**src/rtl/tthpd_pkg.sv**
```systemverilog
// ----------------------------------------------------------------------------
// tthpd_pkg
// shared types and constants of the turn-to-heading pd controller
// ----------------------------------------------------------------------------
package tthpd_pkg;

	// operation codes of an input transaction
	typedef enum logic [1:0] {
		OP_START  = 2'd0,
		OP_TICK   = 2'd1,
		OP_CANCEL = 2'd2
	} op_t;

	// status codes of a result transaction
	typedef enum logic [2:0] {
		ST_ACCEPTED = 3'd0,
		ST_DRIVE    = 3'd1,
		ST_DONE     = 3'd2,
		ST_TIMEOUT  = 3'd3,
		ST_NOIMU    = 3'd4
	} status_t;

	// configuration register indexes
	typedef enum logic [2:0] {
		REG_GAIN_ERROR       = 3'd0,
		REG_GAIN_RATE        = 3'd1,
		REG_TARGET_TOLERANCE = 3'd2,
		REG_RATE_TOLERANCE   = 3'd3,
		REG_FINE_ZONE        = 3'd4,
		REG_TIMEOUT_LIMIT    = 3'd5
	} reg_idx_t;

	localparam int CFG_IDX_W  = 3;
	localparam int CFG_DATA_W = 16;

	typedef struct packed {
		logic [9:0]  gain_error;
		logic [9:0]  gain_rate;
		logic [14:0] target_tolerance;
		logic [15:0] rate_tolerance;
		logic [14:0] fine_zone;
		logic [15:0] timeout_limit;
	} cfg_t;

	localparam logic [9:0]  RST_GAIN_ERROR       = 10'd141;
	localparam logic [9:0]  RST_GAIN_RATE        = 10'd230;
	localparam logic [14:0] RST_TARGET_TOLERANCE = 15'd400;
	localparam logic [15:0] RST_RATE_TOLERANCE   = 16'd800;
	localparam logic [14:0] RST_FINE_ZONE        = 15'd1500;
	localparam logic [15:0] RST_TIMEOUT_LIMIT    = 16'd8000;

	// target wrap: turns = floor((|deg| + 179) / 360) by reciprocal
	localparam logic [15:0] WRAP_BIAS = 16'd179;
	localparam logic [15:0] DEG_RECIP = 16'd46604;
	localparam int          DEG_SHIFT = 24;
	localparam int          TURNS_W   = 7;

	localparam logic [23:0] CDEG_PER_DEG = 24'd100;
	localparam logic [23:0] CDEG_TURN_W  = 24'd36000;
	localparam logic signed [16:0] CDEG_HALF = 17'sd18000;
	localparam logic signed [16:0] CDEG_TURN = 17'sd36000;

	// omega limits
	localparam logic [5:0] OMEGA_MAX      = 6'd45;
	localparam logic [5:0] OMEGA_MIN      = 6'd10;
	localparam logic [5:0] OMEGA_FINE_MAX = 6'd14;
	localparam logic [5:0] OMEGA_FINE_MIN = 6'd6;

	// numerator scale is 25600 per unit of omega
	localparam logic signed [29:0] LIM_COARSE   = 30'sd1152000;
	localparam logic signed [29:0] LIM_FINE     = 30'sd358400;
	localparam logic [20:0]        ROUND_HALF   = 21'd12800;
	localparam logic [12:0]        DIV100_RECIP = 13'd5243;
	localparam int                 DIV100_SHIFT = 19;

	// control step outcome handed to the omega stage
	typedef struct packed {
		logic               acc;
		logic               res;
		status_t            status;
		logic               fine;
		logic signed [16:0] err;
		logic signed [18:0] rate;
	} step_t;

	typedef struct packed {
		status_t           status;
		logic signed [6:0] omega;
		logic              last;
	} result_t;

	localparam int RQ_DEPTH = 4;

endpackage

```
**src/rtl/tthpd_cfg.sv**
```systemverilog
// ----------------------------------------------------------------------------
// tthpd_cfg
// configuration register file written through the config channel
// ----------------------------------------------------------------------------
module tthpd_cfg
	import tthpd_pkg::*;
(
	input  logic                  clk,
	input  logic                  arst_n,
	input  logic                  wr_en,
	input  logic [CFG_IDX_W-1:0]  wr_index,
	input  logic [CFG_DATA_W-1:0] wr_data,
	output cfg_t                  cfg
);

	cfg_t cfg_q;

	always_ff @(posedge clk or negedge arst_n) begin
		if (!arst_n) begin
			cfg_q.gain_error       <= RST_GAIN_ERROR;
			cfg_q.gain_rate        <= RST_GAIN_RATE;
			cfg_q.target_tolerance <= RST_TARGET_TOLERANCE;
			cfg_q.rate_tolerance   <= RST_RATE_TOLERANCE;
			cfg_q.fine_zone        <= RST_FINE_ZONE;
			cfg_q.timeout_limit    <= RST_TIMEOUT_LIMIT;
		end else if (wr_en) begin
			unique case (reg_idx_t'(wr_index))
				REG_GAIN_ERROR:       cfg_q.gain_error       <= wr_data[9:0];
				REG_GAIN_RATE:        cfg_q.gain_rate        <= wr_data[9:0];
				REG_TARGET_TOLERANCE: cfg_q.target_tolerance <= wr_data[14:0];
				REG_RATE_TOLERANCE:   cfg_q.rate_tolerance   <= wr_data;
				REG_FINE_ZONE:        cfg_q.fine_zone        <= wr_data[14:0];
				REG_TIMEOUT_LIMIT:    cfg_q.timeout_limit    <= wr_data;
				default: ;
			endcase
		end
	end

	assign cfg = cfg_q;

endmodule

```
**src/rtl/tthpd_step.sv**
```systemverilog
// ----------------------------------------------------------------------------
// tthpd_step
// input register, turn state and control decision of one transaction
// ----------------------------------------------------------------------------
module tthpd_step
	import tthpd_pkg::*;
(
	input  logic               clk,
	input  logic               arst_n,
	input  logic               adv,
	input  logic               in_valid,
	input  logic [1:0]         in_op,
	input  logic signed [15:0] head_deg,
	input  logic [15:0]        tick_ms,
	input  logic signed [15:0] yaw_now,
	input  logic signed [18:0] yaw_rate,
	input  logic               imu_ready,
	input  cfg_t               cfg,
	output step_t              step_s2
);

	// whole turns to strip from the target, found before the input register
	logic [15:0] tmag;
	logic [15:0] tsum;
	logic [31:0] tprod;

	assign tmag  = head_deg[15] ? 16'(-head_deg) : 16'(head_deg);
	assign tsum  = tmag + WRAP_BIAS;
	assign tprod = 32'(tsum) * 32'(DEG_RECIP);

	logic                vld_s1;
	op_t                 op_s1;
	logic signed [15:0]  tdeg_s1;
	logic [TURNS_W-1:0]  turns_s1;
	logic [15:0]         elapsed_s1;
	logic signed [15:0]  yaw_s1;
	logic signed [18:0]  rate_s1;
	logic                imu_s1;

	always_ff @(posedge clk or negedge arst_n) begin
		if (!arst_n) begin
			vld_s1 <= 1'b0;
		end else if (adv) begin
			vld_s1 <= in_valid;
		end
	end

	always_ff @(posedge clk) begin
		if (adv) begin
			op_s1      <= op_t'(in_op);
			tdeg_s1    <= head_deg;
			turns_s1   <= tprod[DEG_SHIFT +: TURNS_W];
			elapsed_s1 <= tick_ms;
			yaw_s1     <= yaw_now;
			rate_s1    <= yaw_rate;
			imu_s1     <= imu_ready;
		end
	end

	// turn state
	logic        armed_q, armed_d;
	logic [15:0] goal_q, goal_d;
	logic [15:0] time_q, time_d;

	// goal of a start in centidegrees
	logic [23:0] tdeg_x;
	logic [23:0] turn_cdeg;
	logic [23:0] goal_wide;
	logic        is_start;
	logic [15:0] goal_use;

	assign is_start  = (op_s1 == OP_START);
	assign tdeg_x    = {{8{tdeg_s1[15]}}, tdeg_s1};
	assign turn_cdeg = 24'(turns_s1) * CDEG_TURN_W;
	assign goal_wide = tdeg_x * CDEG_PER_DEG - (tdeg_s1[15] ? -turn_cdeg : turn_cdeg);
	assign goal_use  = is_start ? goal_wide[15:0] : goal_q;

	// heading error, one turn of wrap is enough for these ranges
	logic signed [16:0] diff;
	logic signed [16:0] err;
	logic [14:0]        aerr;
	logic [18:0]        arate;

	assign diff = {goal_use[15], goal_use} - {yaw_s1[15], yaw_s1};

	always_comb begin
		if (diff > CDEG_HALF) begin
			err = diff - CDEG_TURN;
		end else if (diff < -CDEG_HALF) begin
			err = diff + CDEG_TURN;
		end else begin
			err = diff;
		end
	end

	assign aerr  = err[16] ? 15'(-err) : 15'(err);
	assign arate = rate_s1[18] ? 19'(-rate_s1) : 19'(rate_s1);

	// turn time, saturating at the limit
	logic [15:0] t_base;
	logic [15:0] t_add;
	logic [16:0] t_sum;
	logic [15:0] t_new;

	assign t_base = is_start ? '0 : time_q;
	assign t_add  = is_start ? '0 : elapsed_s1;
	assign t_sum  = {1'b0, t_base} + {1'b0, t_add};

	always_comb begin
		if (t_base < cfg.timeout_limit) begin
			t_new = (t_sum > {1'b0, cfg.timeout_limit}) ? cfg.timeout_limit : t_sum[15:0];
		end else begin
			t_new = t_base;
		end
	end

	logic    done;
	logic    timeout;
	logic    ctrl_end;
	status_t ctrl_status;

	assign done     = (aerr <= cfg.target_tolerance) && (arate <= {3'b000, cfg.rate_tolerance});
	assign timeout  = (t_new >= cfg.timeout_limit);
	assign ctrl_end = done || timeout;

	always_comb begin
		if (done) begin
			ctrl_status = ST_DONE;
		end else if (timeout) begin
			ctrl_status = ST_TIMEOUT;
		end else begin
			ctrl_status = ST_DRIVE;
		end
	end

	step_t nxt;

	always_comb begin
		nxt        = '0;
		nxt.status = ST_ACCEPTED;
		nxt.fine   = (aerr <= cfg.fine_zone);
		nxt.err    = err;
		nxt.rate   = rate_s1;
		armed_d    = armed_q;
		goal_d     = goal_q;
		time_d     = time_q;
		if (vld_s1) begin
			case (op_s1)
				OP_START: begin
					nxt.res = 1'b1;
					if (!imu_s1) begin
						nxt.status = ST_NOIMU;
					end else begin
						nxt.acc    = 1'b1;
						nxt.status = ctrl_status;
						goal_d     = goal_wide[15:0];
						armed_d    = !ctrl_end;
						time_d     = ctrl_end ? '0 : t_new;
					end
				end
				OP_TICK: begin
					if (armed_q) begin
						nxt.res = 1'b1;
						if (!imu_s1) begin
							nxt.status = ST_NOIMU;
							armed_d    = 1'b0;
							time_d     = '0;
						end else begin
							nxt.status = ctrl_status;
							armed_d    = !ctrl_end;
							time_d     = ctrl_end ? '0 : t_new;
						end
					end
				end
				OP_CANCEL: begin
					armed_d = 1'b0;
					time_d  = '0;
				end
				default: ;
			endcase
		end
	end

	always_ff @(posedge clk or negedge arst_n) begin
		if (!arst_n) begin
			armed_q <= 1'b0;
			goal_q  <= '0;
			time_q  <= '0;
			step_s2 <= '0;
		end else if (adv) begin
			armed_q <= armed_d;
			goal_q  <= goal_d;
			time_q  <= time_d;
			step_s2 <= nxt;
		end
	end

endmodule

```
**src/rtl/tthpd_law.sv**
```systemverilog
// ----------------------------------------------------------------------------
// tthpd_law
// pd numerator register and omega limit, rounding and minimum
// ----------------------------------------------------------------------------
module tthpd_law
	import tthpd_pkg::*;
(
	input  logic    clk,
	input  logic    arst_n,
	input  logic    adv,
	input  step_t   step_s2,
	input  cfg_t    cfg,
	output logic    acc_s3,
	output logic    res_s3,
	output result_t ctrl
);

	logic signed [29:0] pe;
	logic signed [29:0] pr;
	logic signed [29:0] num_s3;
	status_t            status_s3;
	logic               fine_s3;

	assign pe = 30'($signed(step_s2.err)) * 30'($signed({1'b0, cfg.gain_error}));
	assign pr = 30'($signed(step_s2.rate)) * 30'($signed({1'b0, cfg.gain_rate}));

	always_ff @(posedge clk or negedge arst_n) begin
		if (!arst_n) begin
			acc_s3 <= 1'b0;
			res_s3 <= 1'b0;
		end else if (adv) begin
			acc_s3 <= step_s2.acc;
			res_s3 <= step_s2.res;
		end
	end

	always_ff @(posedge clk) begin
		if (adv) begin
			num_s3    <= pe - pr;
			status_s3 <= step_s2.status;
			fine_s3   <= step_s2.fine;
		end
	end

	logic signed [29:0] lim;
	logic [5:0]         mx;
	logic [5:0]         mn;
	logic [28:0]        anum;
	logic [20:0]        rsum;
	logic [25:0]        rprod;
	logic [5:0]         mag;
	logic [5:0]         mag_min;
	logic signed [6:0]  om;

	assign lim  = fine_s3 ? LIM_FINE : LIM_COARSE;
	assign mx   = fine_s3 ? OMEGA_FINE_MAX : OMEGA_MAX;
	assign mn   = fine_s3 ? OMEGA_FINE_MIN : OMEGA_MIN;
	assign anum = num_s3[29] ? 29'(-num_s3) : 29'(num_s3);

	// inside the limits |num| stays below 2^21, so the low bits suffice
	assign rsum    = anum[20:0] + ROUND_HALF;
	assign rprod   = 26'(rsum[20:8]) * 26'(DIV100_RECIP);
	assign mag     = rprod[DIV100_SHIFT +: 6];
	assign mag_min = ((mag != '0) && (mag < mn)) ? mn : mag;

	always_comb begin
		if (num_s3 > lim) begin
			om = $signed({1'b0, mx});
		end else if (num_s3 < -lim) begin
			om = -$signed({1'b0, mx});
		end else if (num_s3[29]) begin
			om = -$signed({1'b0, mag_min});
		end else begin
			om = $signed({1'b0, mag_min});
		end
	end

	assign ctrl.status = status_s3;
	assign ctrl.omega  = (status_s3 == ST_DRIVE) ? om : '0;
	assign ctrl.last   = 1'b1;

endmodule

```
**src/rtl/tthpd_rq.sv**
```systemverilog
// ----------------------------------------------------------------------------
// tthpd_rq
// small result queue, up to two writes and one read per cycle
// ----------------------------------------------------------------------------
module tthpd_rq
	import tthpd_pkg::*;
(
	input  logic                         clk,
	input  logic                         arst_n,
	input  logic                         wr0_en,
	input  result_t                      wr0,
	input  logic                         wr1_en,
	input  result_t                      wr1,
	input  logic                         rd_en,
	output result_t                      rd_data,
	output logic [$clog2(RQ_DEPTH+1)-1:0] cnt
);

	localparam int PTR_W = $clog2(RQ_DEPTH);
	localparam int CNT_W = $clog2(RQ_DEPTH + 1);

	result_t            mem [RQ_DEPTH];
	logic [PTR_W-1:0]   wp_q;
	logic [PTR_W-1:0]   rp_q;
	logic [CNT_W-1:0]   cnt_q;
	logic               pop;

	assign pop = rd_en && (cnt_q != '0);

	always_ff @(posedge clk) begin
		if (wr0_en) begin
			mem[wp_q] <= wr0;
		end
		if (wr0_en && wr1_en) begin
			mem[wp_q + PTR_W'(1)] <= wr1;
		end
	end

	always_ff @(posedge clk or negedge arst_n) begin
		if (!arst_n) begin
			wp_q  <= '0;
			rp_q  <= '0;
			cnt_q <= '0;
		end else begin
			if (wr0_en) begin
				wp_q <= wp_q + (wr1_en ? PTR_W'(2) : PTR_W'(1));
			end
			if (pop) begin
				rp_q <= rp_q + PTR_W'(1);
			end
			cnt_q <= cnt_q + CNT_W'(wr0_en) + CNT_W'(wr0_en && wr1_en) - CNT_W'(pop);
		end
	end

	assign rd_data = mem[rp_q];
	assign cnt     = cnt_q;

endmodule

```
**src/rtl/turn_to_heading_pd_controller_core.sv**
```systemverilog
// ----------------------------------------------------------------------------
// turn_to_heading_pd_controller_core
// closed-loop turn to a yaw target with a pd law on heading error and rate
// ----------------------------------------------------------------------------
// A start transaction wraps the target degrees into [-180,180] and checks the
// imu flag: if set, it returns an accepted result followed at once by one
// control result and arms the loop unless that step ends the turn, else one
// noimu result. A tick runs a control step while armed, a cancel disarms.
// While the result queue has room the block takes one input transaction per
// cycle: the input is registered, the control decision and turn state update
// happen in the next stage, the pd numerator is registered after that and
// omega is formed on the way into a four-entry result queue. The slave side
// stays ready while the queue holds two results or fewer, so a run of ticks
// goes through at one per cycle if the master keeps up, and a start, which
// yields two results, is paced by the master side draining one per cycle.
// ----------------------------------------------------------------------------
module turn_to_heading_pd_controller_core
	import tthpd_pkg::*;
(
	input  logic                  clk,
	input  logic                  arst_n,

	// input stream
	input  logic                  s_axis_tvalid,
	output logic                  s_axis_tready,
	// head_deg [15:0], tick_ms [31:16], yaw_now [47:32],
	// yaw_rate [66:48], imu_ready [67], zero [71:68]
	input  logic [71:0]           s_axis_tdata,
	// operation [1:0]
	input  logic [1:0]            s_axis_tuser,

	// result stream
	output logic                  m_axis_tvalid,
	input  logic                  m_axis_tready,
	// omega [6:0], zero [7]
	output logic [7:0]            m_axis_tdata,
	// status [2:0]
	output logic [2:0]            m_axis_tuser,
	output logic                  m_axis_tlast,

	// configuration write channel
	input  logic                  cfg_valid,
	output logic                  cfg_ready,
	input  logic [CFG_IDX_W-1:0]  cfg_index,
	input  logic [CFG_DATA_W-1:0] cfg_data
);

	localparam int CNT_W = $clog2(RQ_DEPTH + 1);

	cfg_t              cfg;
	step_t             step_s2;
	logic              acc_s3;
	logic              res_s3;
	result_t           ctrl;
	result_t           acc_res;
	result_t           rd_data;
	logic [CNT_W-1:0]  rq_cnt;
	logic              adv;

	// registers are always writable
	assign cfg_ready = 1'b1;

	tthpd_cfg u_cfg (
		.clk      (clk),
		.arst_n   (arst_n),
		.wr_en    (cfg_valid),
		.wr_index (cfg_index),
		.wr_data  (cfg_data),
		.cfg      (cfg)
	);

	// the whole pipeline moves together while the queue has room for two
	assign adv           = (rq_cnt <= CNT_W'(RQ_DEPTH - 2));
	assign s_axis_tready = adv;

	tthpd_step u_step (
		.clk        (clk),
		.arst_n     (arst_n),
		.adv        (adv),
		.in_valid   (s_axis_tvalid),
		.in_op      (s_axis_tuser),
		.head_deg   (s_axis_tdata[15:0]),
		.tick_ms    (s_axis_tdata[31:16]),
		.yaw_now    (s_axis_tdata[47:32]),
		.yaw_rate   (s_axis_tdata[66:48]),
		.imu_ready  (s_axis_tdata[67]),
		.cfg        (cfg),
		.step_s2    (step_s2)
	);

	tthpd_law u_law (
		.clk     (clk),
		.arst_n  (arst_n),
		.adv     (adv),
		.step_s2 (step_s2),
		.cfg     (cfg),
		.acc_s3  (acc_s3),
		.res_s3  (res_s3),
		.ctrl    (ctrl)
	);

	// accepted result of a start goes ahead of its control result
	assign acc_res.status = ST_ACCEPTED;
	assign acc_res.omega  = '0;
	assign acc_res.last   = 1'b0;

	tthpd_rq u_rq (
		.clk     (clk),
		.arst_n  (arst_n),
		.wr0_en  (adv && res_s3),
		.wr0     (acc_s3 ? acc_res : ctrl),
		.wr1_en  (adv && res_s3 && acc_s3),
		.wr1     (ctrl),
		.rd_en   (m_axis_tready),
		.rd_data (rd_data),
		.cnt     (rq_cnt)
	);

	assign m_axis_tvalid = (rq_cnt != '0);
	assign m_axis_tdata  = {1'b0, rd_data.omega};
	assign m_axis_tuser  = rd_data.status;
	assign m_axis_tlast  = rd_data.last;

	// queue never overfills
	a_rq_bound: assert property (@(posedge clk) disable iff (!arst_n)
		rq_cnt <= CNT_W'(RQ_DEPTH))
		else $error("result queue count above depth");

	// an accepted result never travels without its control result
	a_acc_pair: assert property (@(posedge clk) disable iff (!arst_n)
		acc_s3 |-> res_s3)
		else $error("accepted result without control result");

	// the control result is already queued when the accepted one leaves
	a_acc_follow: assert property (@(posedge clk) disable iff (!arst_n)
		m_axis_tvalid && m_axis_tready && !m_axis_tlast |=> m_axis_tvalid)
		else $error("control result missing after accepted result");

	// omega only carries a value on a drive result
	a_omega_zero: assert property (@(posedge clk) disable iff (!arst_n)
		m_axis_tvalid && (m_axis_tuser != ST_DRIVE) |-> (m_axis_tdata[6:0] == '0))
		else $error("nonzero omega on a non-drive result");

endmodule

```
**config.mk**
```make
export PLATFORM = sky130hd
export DESIGN_NAME = turn_to_heading_pd_controller_core
export DESIGN_NICKNAME = d
export VERILOG_FILES = /design/src/rtl/tthpd_pkg.sv /design/src/rtl/tthpd_cfg.sv /design/src/rtl/tthpd_step.sv /design/src/rtl/tthpd_law.sv /design/src/rtl/tthpd_rq.sv /design/src/rtl/turn_to_heading_pd_controller_core.sv
export SDC_FILE = /design/constraint.sdc
export NUM_CORES = 2
export LEC_CHECK = 0
export ABC_AREA = 1
export ABC_CLOCK_PERIOD_IN_PS = 11400
export BUFFER_PORTS_ARGS = -buffer_cell sky130_fd_sc_hd__buf_2
export CAP_MARGIN = 30
export CORE_AREA = 8 8 382 198
export CTS_CLUSTER_DIAMETER = 50
export DETAILED_ROUTE_END_ITERATION = 16
export DIE_AREA = 0 0 390 206
export MAX_ROUTING_LAYER = met4
export PLACE_DENSITY_LB_ADDON = 0.05
export SLEW_MARGIN = 20
export SYNTH_ARGS = -nofsm -noshare
export SYNTH_HDL_FRONTEND = slang
export SYNTH_SLANG_ARGS = --single-unit
```
**constraint.sdc**
```tcl
create_clock -name clk -period 11.4 [get_ports clk]
set_clock_uncertainty 0.2 [all_clocks]
set_input_delay 1.71 -clock clk [delete_from_list [all_inputs] [get_ports clk]]
set_output_delay 1.71 -clock clk [all_outputs]
set_load 0.01 [all_outputs]
```
; ---- Word level (Yosys, flattened, before mapping)
; Memories as Yosys holds them, arrays and structs flattened.
; Index checks and enable logic that the tools add are counted.
[op_classes]
n_addsub = 22
multipliers = 6
n_div = 0
order_cmp = 12
eq_ne = 10
n_shift = 0
mux = 43
bitwise = 0
n_reduce_logical = 22
[op_table]
columns = operator, n
row1 = $mux 16, 11
row2 = $pmux 16 s3, 1
row3 = $mux 21, 2
row4 = $mux 17, 2
row5 = $neg 16->16, 2
row6 = $gt 30x22->1, 1
row7 = $le 15x15->1, 2
row8 = $lt 30x30->1, 1
row9 = $mul 19x11->30, 1
row10 = $neg 30->30, 1
row11 = $sub 30x30->30, 1
row12 = $mul 16x14->29 const B, 1
row13 = $mul 17x11->28, 1
row14 = $mux 7, 4
row15 = $mul 13x13->25 const B, 1
row16 = $mul 24x5->14 const B, 1
row17 = $add 21x14->21 const B, 1
row18 = $neg 21->21, 1
row19 = $le 19x16->1, 1
row20 = $mux 19, 1
row21 = $neg 19->19, 1
row22 = $add 16x16->17, 1
row23 = $add 17x17->17 const B, 1
row24 = $gt 17x16->1, 1
row25 = 43 further kinds, 74
[word_totals]
ff_bits = 278
latch_bits = 0
ramBits = 44
rom_bits = 0
out_inout_bits = 15
elab_cells = 147
n_memories = 1
[mem_list]
columns = memory, depth, word_bits, rd, rd_clocked_by_memory_dff, wr, line_no
row1 = u_rq.mem, 4, 11, 1, 0, 2, tthpd_rq.sv:22  ; result_t mem [RQ_DEPTH];

; ---- Logic depth before layout (Yosys ltp)
[depth]
word_depth = 18
ltp_mapped = 56

; ---- Modules after synthesis
; From an unflattened synthesis, not the netlist that was laid out.
[hier_totals]
cells_unflattened = 5350
hier_area_um2 = 43127.6
[by_module_without_submodules]
columns = module, instances, cells_per_inst, area_each_um2
row1 = tthpd_law, 1, 2315, 19261.0
row2 = tthpd_step, 1, 2284, 17606.9
row3 = tthpd_cfg, 1, 365, 3293.2
row4 = tthpd_rq, 1, 350, 2813.9
row5 = turn_to_heading_pd_controller_core, 1, 36, 152.6

; ---- Worst setup path after synthesis
; No wires, ideal clock.
[synth_timing]
kind = reg2reg
startpoint = reg u_cfg.cfg_q, in the netlist u_cfg.cfg[79]
endpoint = reg u_law.num_s3[29] (data pin)
setup_ns = 0.262
arrival_time_ns = 8.906
required_ns = 10.938
setup_slack_ns = 2.031
stages_incl_launch_ff = 44
synth_period_minus_slack_ns = 9.369
path_cell_list = dfstp_2 -> clkbuf_1 -> clkbuf_1 -> nand2_1 -> fa_1 -> fa_1 -> inv_1 -> fa_1 -> inv_1 -> fa_1 -> inv_1 -> fa_1 -> ha_1 -> nand2_1 -> nor3_1 -> nand2_1 -> o211ai_1 -> a21oi_1 -> [8 not listed] -> fa_1 -> inv_1 -> fa_1 -> inv_1 -> fa_1 -> fa_1 -> inv_1 -> ha_1 -> nand2_1 -> nor2_1 -> inv_1 -> o21bai_1 -> a21boi_1 -> o21ai_0 -> a21boi_1 -> o21bai_1 -> a21oi_1 -> xor2_1
[synth_via]
elab_chain_cells = 2
[synth_rtl]
columns = item, line_no
row1 = from (decl), tthpd_cfg.sv:16  ; cfg_t cfg_q;
row2 = $mul 17x11->28, tthpd_law.sv:24  ; assign pe = 30'($signed(step_s2.err)) * 30'($signed({1'b0, cfg.gain_error}));
row3 = $sub 30x30->30, tthpd_law.sv:39  ; num_s3 <= pe - pr;
row4 = to (signal assigned), tthpd_law.sv:39
row5 = to (decl), tthpd_law.sv:20  ; logic signed [29:0] num_s3;
; No other way between the ends.
; A chain may end at the register's enable or synchronous reset.

; ---- Final worst setup path
[layout_timing]
startpoint = reg u_cfg.cfg_q, in the netlist u_cfg.cfg[76]
endpoint = reg u_law.num_s3[29] (data pin)
; Same word-level chain as after synthesis.

==> results_dict.tcl <==
set metrics [dict create \
    final-setup-viol-count 0 \
    yosys_warnings 0 \
    m1WireLength_um 56380 \
    drt_first_iter_violations 2961 \
    clock_tree.buffer_depth 3 \
    worst_slew_margin_rel 0.3603 \
    cpMaxStageDelayCell "sky130_fd_sc_hd__dfrtp_1" \
    clk_root_buffer_cell "sky130_fd_sc_hd__clkbuf_16" \
    clkLatencyLatePin_ns 0.58 \
    timing.final.crit_share 0.9249 \
    detailedRoute.firstPassIterationCount 6 \
    layout_filler_cell_count 6236 \
    met3_length_um 11090 \
    timing_worst_slew_pin_value_ns 0.9596 \
    rsz0062_at_grt "no" \
    dr_total_vias 32050 \
    die_area_sq_um 80340 \
    wl_per_cell_um 17.79 \
    drt_drc_violations_left 0 \
    critical_path.startpoint_type "register" \
    cts-htree-levels 2 \
    die_width_um 390 \
    detailed_placement_wirelength_estimate_um 89820 \
    synthDistinctLibCells 68 \
    grt_pass1_vias 30930 \
    post_synth_most_frequent_cells "sky130_fd_sc_hd__inv_1 (1152), sky130_fd_sc_hd__nand2_1 (982), sky130_fd_sc_hd__ha_1 (550), sky130_fd_sc_hd__fa_1 (468), sky130_fd_sc_hd__o21ai_0 (299)" \
    netlist.area_leader.share 0.2246 \
    floorplan.rows 69 \
    num-nets-final 6152 \
    clk_pin_slew_worst_paths_ns 0.07 \
    timing.critical_path.slowest_cell_delay_ns 0.84 \
    start_util 0.5951 \
    critPathMostFrequentCell "sky130_fd_sc_hd__fa_1" \
    asyncSetResetFlopFracSynth 0.5172 \
    post_synth_instance_area_sq_um 41720 \
    post_drt_via_cell_ratio 5.321 \
    syn-instance-count 5010 \
    critPathMaxFanout 18 \
    antenna_found_initial 3 \
    syn_nets 6126 \
    total_overflow_reported_by_the_global_router 0 \
    run_status "finished clean" \
    required_time_of_the_worst_setup_path_ns 11.51 \
    timing.hold.worst.class "register to register" \
    grt_pass1_wl_um 172200 \
    setup.worst_path.end_class "register" \
    postSynthRegisterBits 319 \
    seq_area_frac_synth 0.2097 \
    design.core.area_sq_um 70100 \
    post_route_cells_drive_above_1_share 0.05727 \
    hold_buffers 0 \
    tritoncts.num_buffers 36 \
    areaGrowthSynthToFinish_pct 6.151 \
    fmaxAchievable_mhz 94.84 \
    synth_top_cells_by_area "sky130_fd_sc_hd__fa_1 (22%), sky130_fd_sc_hd__ha_1 (16%), sky130_fd_sc_hd__edfxtp_1 (11%)" \
    report.final.hold_viol_count 0 \
    timing_max_transition_violations_final 0 \
    gr-usage-all-layers 0.2778 \
    routed.top_layer "met4" \
    setup_total_negative_slack_ns 0 \
    clock_tree_from_tritoncts "yes" \
    synth_largest_area_cell "sky130_fd_sc_hd__fa_1" \
    die_h_um 206 \
    maxCapViolCount 0 \
    tritoncts_num_sinks 319 \
    synthMostInstantiatedCell "sky130_fd_sc_hd__inv_1" \
    synth-edff-count 150 \
    place_congestion 0.9445 \
    wl_met2_um 38060 \
    placement_setup_slack_ns 0.9810 \
    io_pins 113 \
    routed_wl_um 107100 \
    portBuffers 106 \
    worst_ep_arrival_time_ns 10.66 \
    criticalPathCategory "register to register" \
    period_minus_slack_ns 10.54 \
    route.antenna.remaining_nets 0 \
    setup_ws_ns 0.8556 \
    synth.avg_cell_area_sq_um 8.327 \
    largest_net_degree_at_the_start_of_global_routing 69 \
    synth_flop_cell "sky130_fd_sc_hd__edfxtp_1" \
]
stage by stage:
| step | instance area (sq um) | hold slack, ns | instances | util |
|---|---|---|---|---|
| after floorplan | 41720 | 0.2219 | 5010 | - |
| after CTS | 44240 | 0.2526 | 6017 | 0.6311 |
| after global placement | 43010 | 0.2373 | 5949 | 0.6136 |
| after detailed placement | 43030 | 0.2402 | 5951 | 0.6139 |
| after global routing | 44290 | 0.2663 | 6023 | 0.6317 |
| final | 44290 | 0.2493 | 6023 | 0.6317 |
worst max-delay path: cells and delay by family, from the launching register on:
family,cells,cell delay (ns)
buffers and inverters,6,0.30
flip-flops,1,0.84
adder cells (fa/ha/maj),11,5.02
AO/OA/AOI/OAI,12,2.69
AND/OR/NAND/NOR,6,0.69
XOR/XNOR,2,0.54
placed cells by master, fill, tap and decap left out, drive strengths merged, types with 17 or more instances in the layout:
master	instances
xnor2	63
inv	1168
nor2	268
fa	468
edfxtp	150
nand2	1011
nand3	111
o21ai	316
a21oi	196
nand4	41
clkbuf	46
o21bai	17
xor2	157
o22ai	23
ha	550
nor3	43
dfstp	28
buf	124
nand3b	17
dfrtp	137
final cells by class:
cell class	instances	area (sq um)	area share
timing repair buffer	126	694.4	0.01568
clock buffer	44	930.9	0.02102
inverter	1162	4369	0.09866
tap	958	1199	0.02707
sequential	319	8748	0.1975
multi-input combinational	3391	28070	0.6338
antenna	1	2.502	0.00005651
clock inverter	22	275.3	0.006216
kinds of logic (layout without fill, tap and decap cells):
group,after synthesis,after routing,share of synthesized area
simple gates,1518,1518,0.1512
fa+ha+maj,1018,1018,0.3895
other cells,2,3,0.0001800
flops,319,319,0.2097
xor+xnor,220,220,0.04718
buf+inv,1300,1354,0.1178
compound gates,633,633,0.08443
per-layer routing:
layer / vias to the layer above / global-route usage
li1: 15610 / -
met1: 15240 / 0.4442
met2: 1109 / 0.3484
met3: 94 / 0.07306
met4: 0 / 0.04350
met5: - / -
sequential cells by signal (all words and copies together) (netlist names):
signal	cells
u_law.num_s3	30
u_step.armed_q	1
u_step.imu_s1	1
u_step.vld_s1	1
u_step.rate_s1	19
u_rq.mem	44
u_step.goal_q	14
u_law.acc_s3	1
u_rq.cnt	3
u_law.res_s3	1
u_law.status_s3	3
u_step.tdeg_s1	15
u_cfg.cfg	82
u_step.turns_s1	7
u_step.op_s1	2
u_step.time_q	16
u_step.elapsed_s1	16
u_step.step_s2	42
u_rq.wp_q	2
u_step.yaw_s1	16
u_law.fine_s3	1
u_rq.rp_q	2
path summary, 6_finish.rpt:
path / start / cells past startpoint / slack, ns / end
min in group asynchronous: arst_n / 1 / 0.87 / u_step.time_q[0]
worst max register to register: u_cfg.cfg[76] / 37 / 0.86 / u_law.num_s3[29]
worst max-delay path: u_cfg.cfg[76] / 37 / 0.86 / u_law.num_s3[29]
worst min register to register: u_rq.mem[2][0] / 2 / 0.25 / u_rq.mem[2][0]
worst min-delay path: u_rq.mem[2][0] / 2 / 0.25 / u_rq.mem[2][0]
max in group asynchronous: arst_n / 3 / 8.16 / u_step.step_s2[16]
timing repair:
action,in CTS,in global routing
setup endpoints to repair,0,6
setup buffers,0,1
gates resized for setup,0,3
Power is not shown: default switching activity piles up to over one toggle a cycle in this logic, so the estimate is an artifact.
